## src/hdl/tsasr_pkg.sv

```systemverilog
// Shared types and constants for the time scale ASR envelope unit.
package tsasr_pkg;

  localparam int TIME_BITS    = 24;
  localparam int SCALE_BITS   = 16;
  localparam int DELTA_BITS   = 16;
  localparam int ACTION_BITS  = 3;
  localparam int ALPHA_BITS   = 16;
  localparam int DIV_CNT_BITS = $clog2(ALPHA_BITS);
  localparam int PROD_BITS    = 2 * (SCALE_BITS + 1);

  localparam logic [SCALE_BITS-1:0] SCALE_ONE  = SCALE_BITS'(256);
  localparam logic [SCALE_BITS-1:0] SCALE_ZERO = '0;

  // Command codes on the action field; the two codes above STOP are ignored.
  localparam logic [ACTION_BITS-1:0] ACT_TICK      = 3'd0;
  localparam logic [ACTION_BITS-1:0] ACT_IMMEDIATE = 3'd1;
  localparam logic [ACTION_BITS-1:0] ACT_CROSSFADE = 3'd2;
  localparam logic [ACTION_BITS-1:0] ACT_RESET     = 3'd3;
  localparam logic [ACTION_BITS-1:0] ACT_PLAY      = 3'd4;
  localparam logic [ACTION_BITS-1:0] ACT_STOP      = 3'd5;

  typedef enum logic [2:0] {
    ST_IDLE,
    ST_EVAL,
    ST_DIV,
    ST_MUL,
    ST_BLEND,
    ST_DONE
  } state_t;

  typedef enum logic [3:0] {
    CMD_NOP,
    CMD_TICK_ADD,
    CMD_IMMEDIATE,
    CMD_CROSSFADE,
    CMD_RESET,
    CMD_PLAY,
    CMD_STOP,
    CMD_END,
    CMD_SUSTAIN,
    CMD_DIV_ATTACK,
    CMD_DIV_RELEASE,
    CMD_DIV_STEP,
    CMD_MUL,
    CMD_BLEND,
    CMD_LOAD_OUT
  } cmd_t;

  typedef struct packed {
    logic running;
    logic halted;
    logic fading;
    logic past_end;
    logic in_attack;
    logic in_release;
    logic div_last;
  } dp_status_t;

endpackage

```

## src/hdl/time_scale_asr_envelope_unit.sv

```systemverilog
// Sequence: every command but a live tick (running and not stopped) goes to ST_DONE, which
// loads the result once the output is free; a live tick first passes ST_EVAL, where it ends,
// sustains or is not fading, and an attack or release tick runs the radix-2 alpha divider,
// multiply and blend. Throughput: one item in flight; the next input transfer follows the
// result load, and a new item is taken while the previous result waits at the output.
// Synchronous active-high reset: idle, scale 1.0, no effect running, output empty.
module time_scale_asr_envelope_unit import tsasr_pkg::*; (
  input  logic                   clk,
  input  logic                   rst,
  input  logic                   in_valid,
  output logic                   in_ready,
  input  logic [ACTION_BITS-1:0] action,
  input  logic [SCALE_BITS-1:0]  scale,
  input  logic [TIME_BITS-1:0]   duration,
  input  logic [TIME_BITS-1:0]   fade_in,
  input  logic [TIME_BITS-1:0]   fade_out,
  input  logic [DELTA_BITS-1:0]  delta,
  output logic                   out_valid,
  input  logic                   out_ready,
  output logic [SCALE_BITS-1:0]  world_scale,
  output logic                   active
);

  cmd_t       cmd;
  dp_status_t status;

  tsasr_ctrl u_ctrl (
    .clk       (clk),
    .rst       (rst),
    .in_valid  (in_valid),
    .in_ready  (in_ready),
    .action    (action),
    .out_valid (out_valid),
    .out_ready (out_ready),
    .status    (status),
    .cmd       (cmd)
  );

  tsasr_dpath u_dpath (
    .clk         (clk),
    .rst         (rst),
    .cmd         (cmd),
    .scale       (scale),
    .duration    (duration),
    .fade_in     (fade_in),
    .fade_out    (fade_out),
    .delta       (delta),
    .status      (status),
    .world_scale (world_scale),
    .active      (active)
  );

endmodule

```

## src/hdl/tsasr_dpath.sv

```systemverilog
// Datapath: effect state, serial alpha divider, blend multiplier, result register.
module tsasr_dpath import tsasr_pkg::*; (
  input  logic                   clk,
  input  logic                   rst,
  input  cmd_t                   cmd,
  input  logic [SCALE_BITS-1:0]  scale,
  input  logic [TIME_BITS-1:0]   duration,
  input  logic [TIME_BITS-1:0]   fade_in,
  input  logic [TIME_BITS-1:0]   fade_out,
  input  logic [DELTA_BITS-1:0]  delta,
  output dp_status_t             status,
  output logic [SCALE_BITS-1:0]  world_scale,
  output logic                   active
);

  logic [TIME_BITS-1:0]  elapsed;
  logic [TIME_BITS-1:0]  effect_length;
  logic                  running;
  logic                  fading;
  logic                  halted;
  logic [SCALE_BITS-1:0] begin_scale;
  logic [SCALE_BITS-1:0] goal_scale;
  logic [TIME_BITS-1:0]  attack_len;
  logic [TIME_BITS-1:0]  release_len;
  logic [SCALE_BITS-1:0] current_scale;

  logic [TIME_BITS:0]    rem;
  logic [TIME_BITS-1:0]  den;
  logic [ALPHA_BITS-1:0] quot;
  logic [DIV_CNT_BITS-1:0] div_cnt;
  logic [SCALE_BITS-1:0] blend_a;
  logic [SCALE_BITS-1:0] blend_b;
  logic signed [PROD_BITS-1:0] product;

  logic [TIME_BITS:0]    tick_sum;
  logic [TIME_BITS-1:0]  elapsed_next;
  logic [TIME_BITS:0]    rel_sum;
  logic [TIME_BITS:0]    rel_diff;
  logic [TIME_BITS:0]    rem_shift;
  logic                  rem_ge;
  logic signed [SCALE_BITS:0]   diff;
  logic signed [PROD_BITS-1:0]  product_next;
  logic signed [PROD_BITS-1:0]  rounded;

  always_comb begin
    tick_sum     = {1'b0, elapsed} + (TIME_BITS+1)'(delta);
    elapsed_next = tick_sum[TIME_BITS] ? '1 : tick_sum[TIME_BITS-1:0];
    rel_sum      = {1'b0, elapsed} + {1'b0, release_len};
    rel_diff     = rel_sum - {1'b0, effect_length};
    // rem stays below den, so the shift cannot overflow
    rem_shift    = {rem[TIME_BITS-1:0], 1'b0};
    rem_ge       = rem_shift >= {1'b0, den};
    diff         = $signed({1'b0, blend_b}) - $signed({1'b0, blend_a});
    product_next = diff * $signed({1'b0, quot});
    rounded      = product + PROD_BITS'(32768);
  end

  always_comb begin
    status.running    = running;
    status.halted     = halted;
    status.fading     = fading;
    status.past_end   = elapsed >= effect_length;
    status.in_attack  = elapsed < attack_len;
    status.in_release = rel_sum > {1'b0, effect_length};
    status.div_last   = div_cnt == DIV_CNT_BITS'(ALPHA_BITS - 1);
  end

  // Effect state
  always_ff @(posedge clk) begin
    if (rst) begin
      elapsed       <= '0;
      effect_length <= '0;
      running       <= 1'b0;
      fading        <= 1'b0;
      halted        <= 1'b0;
      begin_scale   <= SCALE_ONE;
      goal_scale    <= SCALE_ONE;
      attack_len    <= '0;
      release_len   <= '0;
      current_scale <= SCALE_ONE;
    end else begin
      unique case (cmd)
        CMD_TICK_ADD: begin
          elapsed <= elapsed_next;
        end
        CMD_IMMEDIATE: begin
          elapsed       <= '0;
          effect_length <= duration;
          running       <= 1'b1;
          fading        <= 1'b0;
          current_scale <= scale;
        end
        CMD_CROSSFADE: begin
          elapsed       <= '0;
          effect_length <= duration;
          running       <= 1'b1;
          fading        <= 1'b1;
          goal_scale    <= scale;
          attack_len    <= fade_in;
          release_len   <= fade_out;
          begin_scale   <= current_scale;
          if (fade_in == '0) begin
            current_scale <= scale;
          end
        end
        CMD_RESET, CMD_END: begin
          current_scale <= SCALE_ONE;
          running       <= 1'b0;
          fading        <= 1'b0;
        end
        CMD_PLAY: begin
          current_scale <= SCALE_ONE;
          halted        <= 1'b0;
          fading        <= 1'b0;
        end
        CMD_STOP: begin
          current_scale <= SCALE_ZERO;
          halted        <= 1'b1;
        end
        CMD_SUSTAIN: begin
          current_scale <= goal_scale;
        end
        CMD_BLEND: begin
          // a + round((b - a) * alpha / 2^16), result lies between a and b
          current_scale <= blend_a + rounded[SCALE_BITS+ALPHA_BITS-1:ALPHA_BITS];
        end
        default: begin
        end
      endcase
    end
  end

  // Divider, multiplier and result register
  always_ff @(posedge clk) begin
    unique case (cmd)
      CMD_DIV_ATTACK: begin
        rem     <= {1'b0, elapsed};
        den     <= attack_len;
        quot    <= '0;
        div_cnt <= '0;
        blend_a <= begin_scale;
        blend_b <= goal_scale;
      end
      CMD_DIV_RELEASE: begin
        rem     <= {1'b0, rel_diff[TIME_BITS-1:0]};
        den     <= release_len;
        quot    <= '0;
        div_cnt <= '0;
        blend_a <= goal_scale;
        blend_b <= SCALE_ONE;
      end
      CMD_DIV_STEP: begin
        rem     <= rem_ge ? rem_shift - {1'b0, den} : rem_shift;
        quot    <= {quot[ALPHA_BITS-2:0], rem_ge};
        div_cnt <= div_cnt + 1'b1;
      end
      CMD_MUL: begin
        product <= product_next;
      end
      CMD_LOAD_OUT: begin
        world_scale <= current_scale;
        active      <= running && !halted;
      end
      default: begin
      end
    endcase
  end

endmodule

```

## src/hdl/tsasr_ctrl.sv

```systemverilog
// Controller: command sequencing and output handshake.
module tsasr_ctrl import tsasr_pkg::*; (
  input  logic                   clk,
  input  logic                   rst,
  input  logic                   in_valid,
  output logic                   in_ready,
  input  logic [ACTION_BITS-1:0] action,
  output logic                   out_valid,
  input  logic                   out_ready,
  input  dp_status_t             status,
  output cmd_t                   cmd
);

  state_t state;
  state_t state_next;
  logic   out_free;
  logic   tick_live;

  assign out_free  = !out_valid || out_ready;
  assign tick_live = status.running && !status.halted;

  always_ff @(posedge clk) begin
    if (rst) begin
      state <= ST_IDLE;
    end else begin
      state <= state_next;
    end
  end

  always_ff @(posedge clk) begin
    if (rst) begin
      out_valid <= 1'b0;
    end else if (cmd == CMD_LOAD_OUT) begin
      out_valid <= 1'b1;
    end else if (out_ready) begin
      out_valid <= 1'b0;
    end
  end

  always_comb begin
    state_next = state;
    unique case (state)
      ST_IDLE: begin
        if (in_valid) begin
          state_next = (action == ACT_TICK && tick_live) ? ST_EVAL : ST_DONE;
        end
      end
      ST_EVAL: begin
        if (!status.past_end && status.fading &&
            (status.in_attack || status.in_release)) begin
          state_next = ST_DIV;
        end else begin
          state_next = ST_DONE;
        end
      end
      ST_DIV: begin
        if (status.div_last) begin
          state_next = ST_MUL;
        end
      end
      ST_MUL:   state_next = ST_BLEND;
      ST_BLEND: state_next = ST_DONE;
      ST_DONE: begin
        if (out_free) begin
          state_next = ST_IDLE;
        end
      end
      default: state_next = ST_IDLE;
    endcase
  end

  always_comb begin
    in_ready = 1'b0;
    cmd      = CMD_NOP;
    unique case (state)
      ST_IDLE: begin
        in_ready = 1'b1;
        if (in_valid) begin
          unique case (action)
            ACT_TICK:      cmd = tick_live ? CMD_TICK_ADD : CMD_NOP;
            ACT_IMMEDIATE: cmd = CMD_IMMEDIATE;
            ACT_CROSSFADE: cmd = CMD_CROSSFADE;
            ACT_RESET:     cmd = CMD_RESET;
            ACT_PLAY:      cmd = CMD_PLAY;
            ACT_STOP:      cmd = CMD_STOP;
            default:       cmd = CMD_NOP;
          endcase
        end
      end
      ST_EVAL: begin
        priority if (status.past_end) begin
          cmd = CMD_END;
        end else if (!status.fading) begin
          cmd = CMD_NOP;
        end else if (status.in_attack) begin
          cmd = CMD_DIV_ATTACK;
        end else if (status.in_release) begin
          cmd = CMD_DIV_RELEASE;
        end else begin
          cmd = CMD_SUSTAIN;
        end
      end
      ST_DIV:   cmd = CMD_DIV_STEP;
      ST_MUL:   cmd = CMD_MUL;
      ST_BLEND: cmd = CMD_BLEND;
      ST_DONE: begin
        if (out_free) begin
          cmd = CMD_LOAD_OUT;
        end
      end
      default: cmd = CMD_NOP;
    endcase
  end

endmodule

```

## config.mk

```make
export PLATFORM = sky130hd
export DESIGN_NAME = time_scale_asr_envelope_unit
export DESIGN_NICKNAME = d
export VERILOG_FILES = /design/src/hdl/tsasr_pkg.sv /design/src/hdl/time_scale_asr_envelope_unit.sv /design/src/hdl/tsasr_dpath.sv /design/src/hdl/tsasr_ctrl.sv
export SDC_FILE = /design/constraint.sdc
export NUM_CORES = 2
export LEC_CHECK = 0
export BUFFER_PORTS_ARGS = -buffer_cell sky130_fd_sc_hd__buf_2
export CORE_ASPECT_RATIO = 1.25
export CORE_MARGIN = 4
export CORE_UTILIZATION = 30
export CTS_BUF_LIST = sky130_fd_sc_hd__clkbuf_16
export CTS_CLUSTER_DIAMETER = 50
export DETAILED_ROUTE_END_ITERATION = 8
export PLACE_DENSITY = 0.5
export SLEW_MARGIN = 10
export SYNTH_ARGS = -nofsm -noshare
export SYNTH_HDL_FRONTEND = slang
export SYNTH_SLANG_ARGS = --single-unit
```

## constraint.sdc

```tcl
create_clock -name clk -period 10.8 [get_ports clk]
set_clock_uncertainty 0.1 [all_clocks]
set_input_delay 2.16 -clock clk [delete_from_list [all_inputs] [get_ports clk]]
set_output_delay 2.16 -clock clk [all_outputs]
set_load 0.01 [all_outputs]
```

==> results by group <==
STA
  • Worst Tran Pin Value: 1180 ps
  • Setup_tns: 0 ps
  • Final worst setup slack: 1500 ps
  • Minimum clock period: 9300 ps
  • Slew HR: 21.3%
  • RSZ-0062 raised after global routing: false
  • Final setup violation count: 0
  • Fmax: 107 MHz
  • Final Hold Viols: 0
  • Pins over their slew limit: 0
  • Final period util: 86.2%

Yosys
  • Seq cells post-synth: 285
  • Mapped Avg Cell Area: 8.92 µm²
  • Syn Inst Count: 3132
  • Syn nets: 3762
  • Synth top area share: 19.4%
  • Cell variety after synth: 89
  • Top_reg_cell synth: dfxtp_1
  • Yosys top cell by area: fa_1
  • Sequential area share after synthesis: 25.2%
  • Post-Syn Area: 28000 µm²
  • Post-synth top cells: 481 x nand2_1, 445 x inv_1, 271 x fa_1
  • Top post-synthesis cells by area: fa_1 19%, edfxtp_1 14%, ha_1 11%, dfxtp_1 11%, nand2_1 6.5%
  • Most frequent cell after synthesis: nand2_1
  • Post-synth EDFFs: 134
  • FFs w/ async S/R, synth: 0%
  • Yosys warns: 0

Setup path
  • Critical Path Most Common Cell: fa_1
  • R2R Path End: u_dpath.product[31]$_DFFE_PN_
  • CP peak stage delay: 540 ps
  • CP endpoint: u_dpath.product[31]$_DFFE_PN_
  • Worst-path fanout max: 16
  • Type of the worst setup path: flip-flop to flip-flop
  • Reg2reg path depth: 31
  • Crit-path slowest cell: fa_1
  • CP Launch Type: flip-flop
  • Reg-to-Reg Start: u_dpath.blend_a[0]$_DFFE_PP_
  • Setup crit start: u_dpath.blend_a[0]$_DFFE_PP_
  • CP Capture Type: flip-flop
  • WP data arrival: 9510 ps
  • R2r setup slk: 1500 ps
  • Required @ worst endpoint: 11010 ps

Worst hold path
  • Hold Path Class: flip-flop to flip-flop
  • Hold path startpoint: u_dpath.begin_scale[15]$_SDFFE_PP0N_

Floorplan
  • Row cnt: 124
  • Initial Util: 30.4%
  • I/O pin count: 130
  • Die Y-Extent: 349 µm
  • Core area: 92000 µm²
  • Die area: 98200 µm²
  • Die Span X: 281 µm

Route
  • DR WL/cell: 19.1 µm
  • DR vias/cell: 4.92
  • Met1 wire length: 36400 µm
  • DRC Markers: 0
  • DR vias: 21900
  • Top layer in use: met5
  • Iteration-0 DRC Markers: 1119
  • Post-route ant nets: 0
  • Metal2 WL: 41800 µm
  • DRT Wirelength: 85000 µm
  • Met3 routed WL: 3540 µm
  • DRT Pass-1 Iters: 5

Clock tree
  • Postcts setup bufs: 0
  • Clk sink count: 285
  • CTS tree: built
  • Cts hold-fix bufs: 0
  • CTS buffer count: 41
  • Clock slew at reported path FFs: 60 ps
  • CTS resizes: 0
  • Skew-Pair Late Insertion Delay: 580 ps
  • CTS max path bufs: 3
  • Clock root buffer: clkbuf_16
  • H-Tree Depth: 2

GRT
  • Antenna violations before repair: 14
  • Gr usage total: 17.5%
  • Vias in the first global route: 22800
  • Largest net degree at the start of global routing: 82
  • Final global-route overflow total: 0
  • Global-route wire length before repair: 134000 µm

Placement
  • DP Worst Slack: 1480 ps
  • Port buffer count: 129
  • GP Congestion: 0.850
  • HPWL reported at the end of detailed placement: 66300 µm
  • Post-DP Area: 29900 µm²

Final layout
  • Final net count: 3848
  • Layout cell share with drive strength beyond 1: 9.26%
  • Area delta synth->final: 11.8%
  • Fill count: 9694
  • Post-route cell area: 31200 µm²

Flow run
  • Max Cap Viol: 0

Run status
  • Status: completed

Pwr
  • P per Cell Area: 360 nW/µm²
  • Worst vdd ir: 0.000451 V
  • Static leakage: 13.7 nW
## where the power goes
| group | total, mW | switching (mW) | internal, mW |
|---|---|---|---|
| sequential | 1.78 | 0.188 | 1.59 |
| combinational | 8.15 | 4.88 | 3.27 |
| clock | 1.30 | 0.555 | 0.749 |
## per-stage QoR
stage / std cells / power, mW / util (%) / hold WS (ps)
6_report: 4448 / 11.2 / 34.0 / 351
4_1_cts: 4446 / 11.4 / 33.9 / 353
5_1_grt: 4447 / 12.3 / 33.9 / 375
3_3_place_gp: 4372 / 9.97 / 32.5 / 343
3_5_place_dp: 4372 / 10.0 / 32.5 / 345
2_1_floorplan: 3132 / 7.62 / - / 325
## layout make-up
class	instances	area [µm²]	share of cell area, %
well taps	1197	1500	4.79
diodes	2	5.00	0.0160
repair buffers	171	963	3.08
inverters	445	1670	5.35
multi-input cells	2274	18700	60.0
clock buffers	42	1050	3.36
clock inverters	32	265	0.849
flip-flops and latches	285	7050	22.6
## cell usage in the layout (no fill, tap or decap), types with 23 or more instances in the layout
| cell | count |
|---|---|
| a21o_1 | 43 |
| a21oi_1 | 234 |
| and2_1 | 127 |
| buf_2 | 128 |
| buf_4 | 43 |
| clkbuf_16 | 42 |
| dfxtp_1 | 151 |
| edfxtp_1 | 134 |
| fa_1 | 271 |
| ha_1 | 248 |
| inv_1 | 448 |
| mux2_2 | 26 |
| nand2_1 | 481 |
| nand2b_1 | 33 |
| nand3_1 | 53 |
| nor2_1 | 86 |
| nor2b_1 | 53 |
| nor3_1 | 38 |
| o21a_1 | 23 |
| o21ai_0 | 99 |
| xnor2_1 | 102 |
| xor2_1 | 42 |
## registers in the layout (all words and copies together), names as in the netlist, 3 cells and up
| register | flops |
|---|---|
| u_dpath.attack_len | 24 |
| u_dpath.den | 24 |
| u_dpath.effect_length | 24 |
| u_dpath.elapsed | 24 |
| u_dpath.release_len | 24 |
| u_dpath.rem | 24 |
| u_dpath.product | 17 |
| u_dpath.begin_scale | 16 |
| u_dpath.blend_a | 16 |
| u_dpath.blend_b | 16 |
| u_dpath.current_scale | 16 |
| u_dpath.goal_scale | 16 |
| u_dpath.quot | 16 |
| u_dpath.world_scale | 16 |
| u_dpath.div_cnt | 4 |
| u_ctrl.state | 3 |
## kinds of logic after synthesis
family	count (synthesis)	synth area share, %
AO/OA/AOI/OAI	592	13.5
multiplexers	40	1.57
buffers and inverters	573	7.96
AND/OR/NAND/NOR	977	16.6
flip-flops	285	25.2
XOR/XNOR	146	4.62
adder cells (fa/ha/maj)	519	30.5
## worst min-delay path by stage
stage,end,cells past startpoint
after floorplan,u_dpath.world_scale[0]$_DFFE_PP_,0
after global placement,u_dpath.begin_scale[15]$_SDFFE_PP0N_,2
after detailed placement,u_dpath.begin_scale[15]$_SDFFE_PP0N_,2
after CTS,u_dpath.begin_scale[15]$_SDFFE_PP0N_,2
after global routing,u_dpath.begin_scale[12]$_SDFFE_PP0N_,2
final,u_dpath.begin_scale[15]$_SDFFE_PP0N_,2
## per-layer routing
| metal | vias to the layer above | track usage [%] |
|---|---|---|
| li1 | 10600 | - |
| met1 | 10700 | 21.9 |
| met2 | 455 | 30.7 |
| met3 | 155 | 2.47 |
| met4 | 10 | 5.99 |
| met5 | - | 0 |
## worst max-delay path: cells and delay by family, from the launching register on
family | cells | cell delay [ps]
XOR/XNOR | 2 | 580
buffers and inverters | 6 | 510
adder cells (fa/ha/maj) | 9 | 4000
AND/OR/NAND/NOR | 4 | 580
AO/OA/AOI/OAI | 10 | 2840
flip-flops | 1 | 390
(Power assumes the default switching activity.)
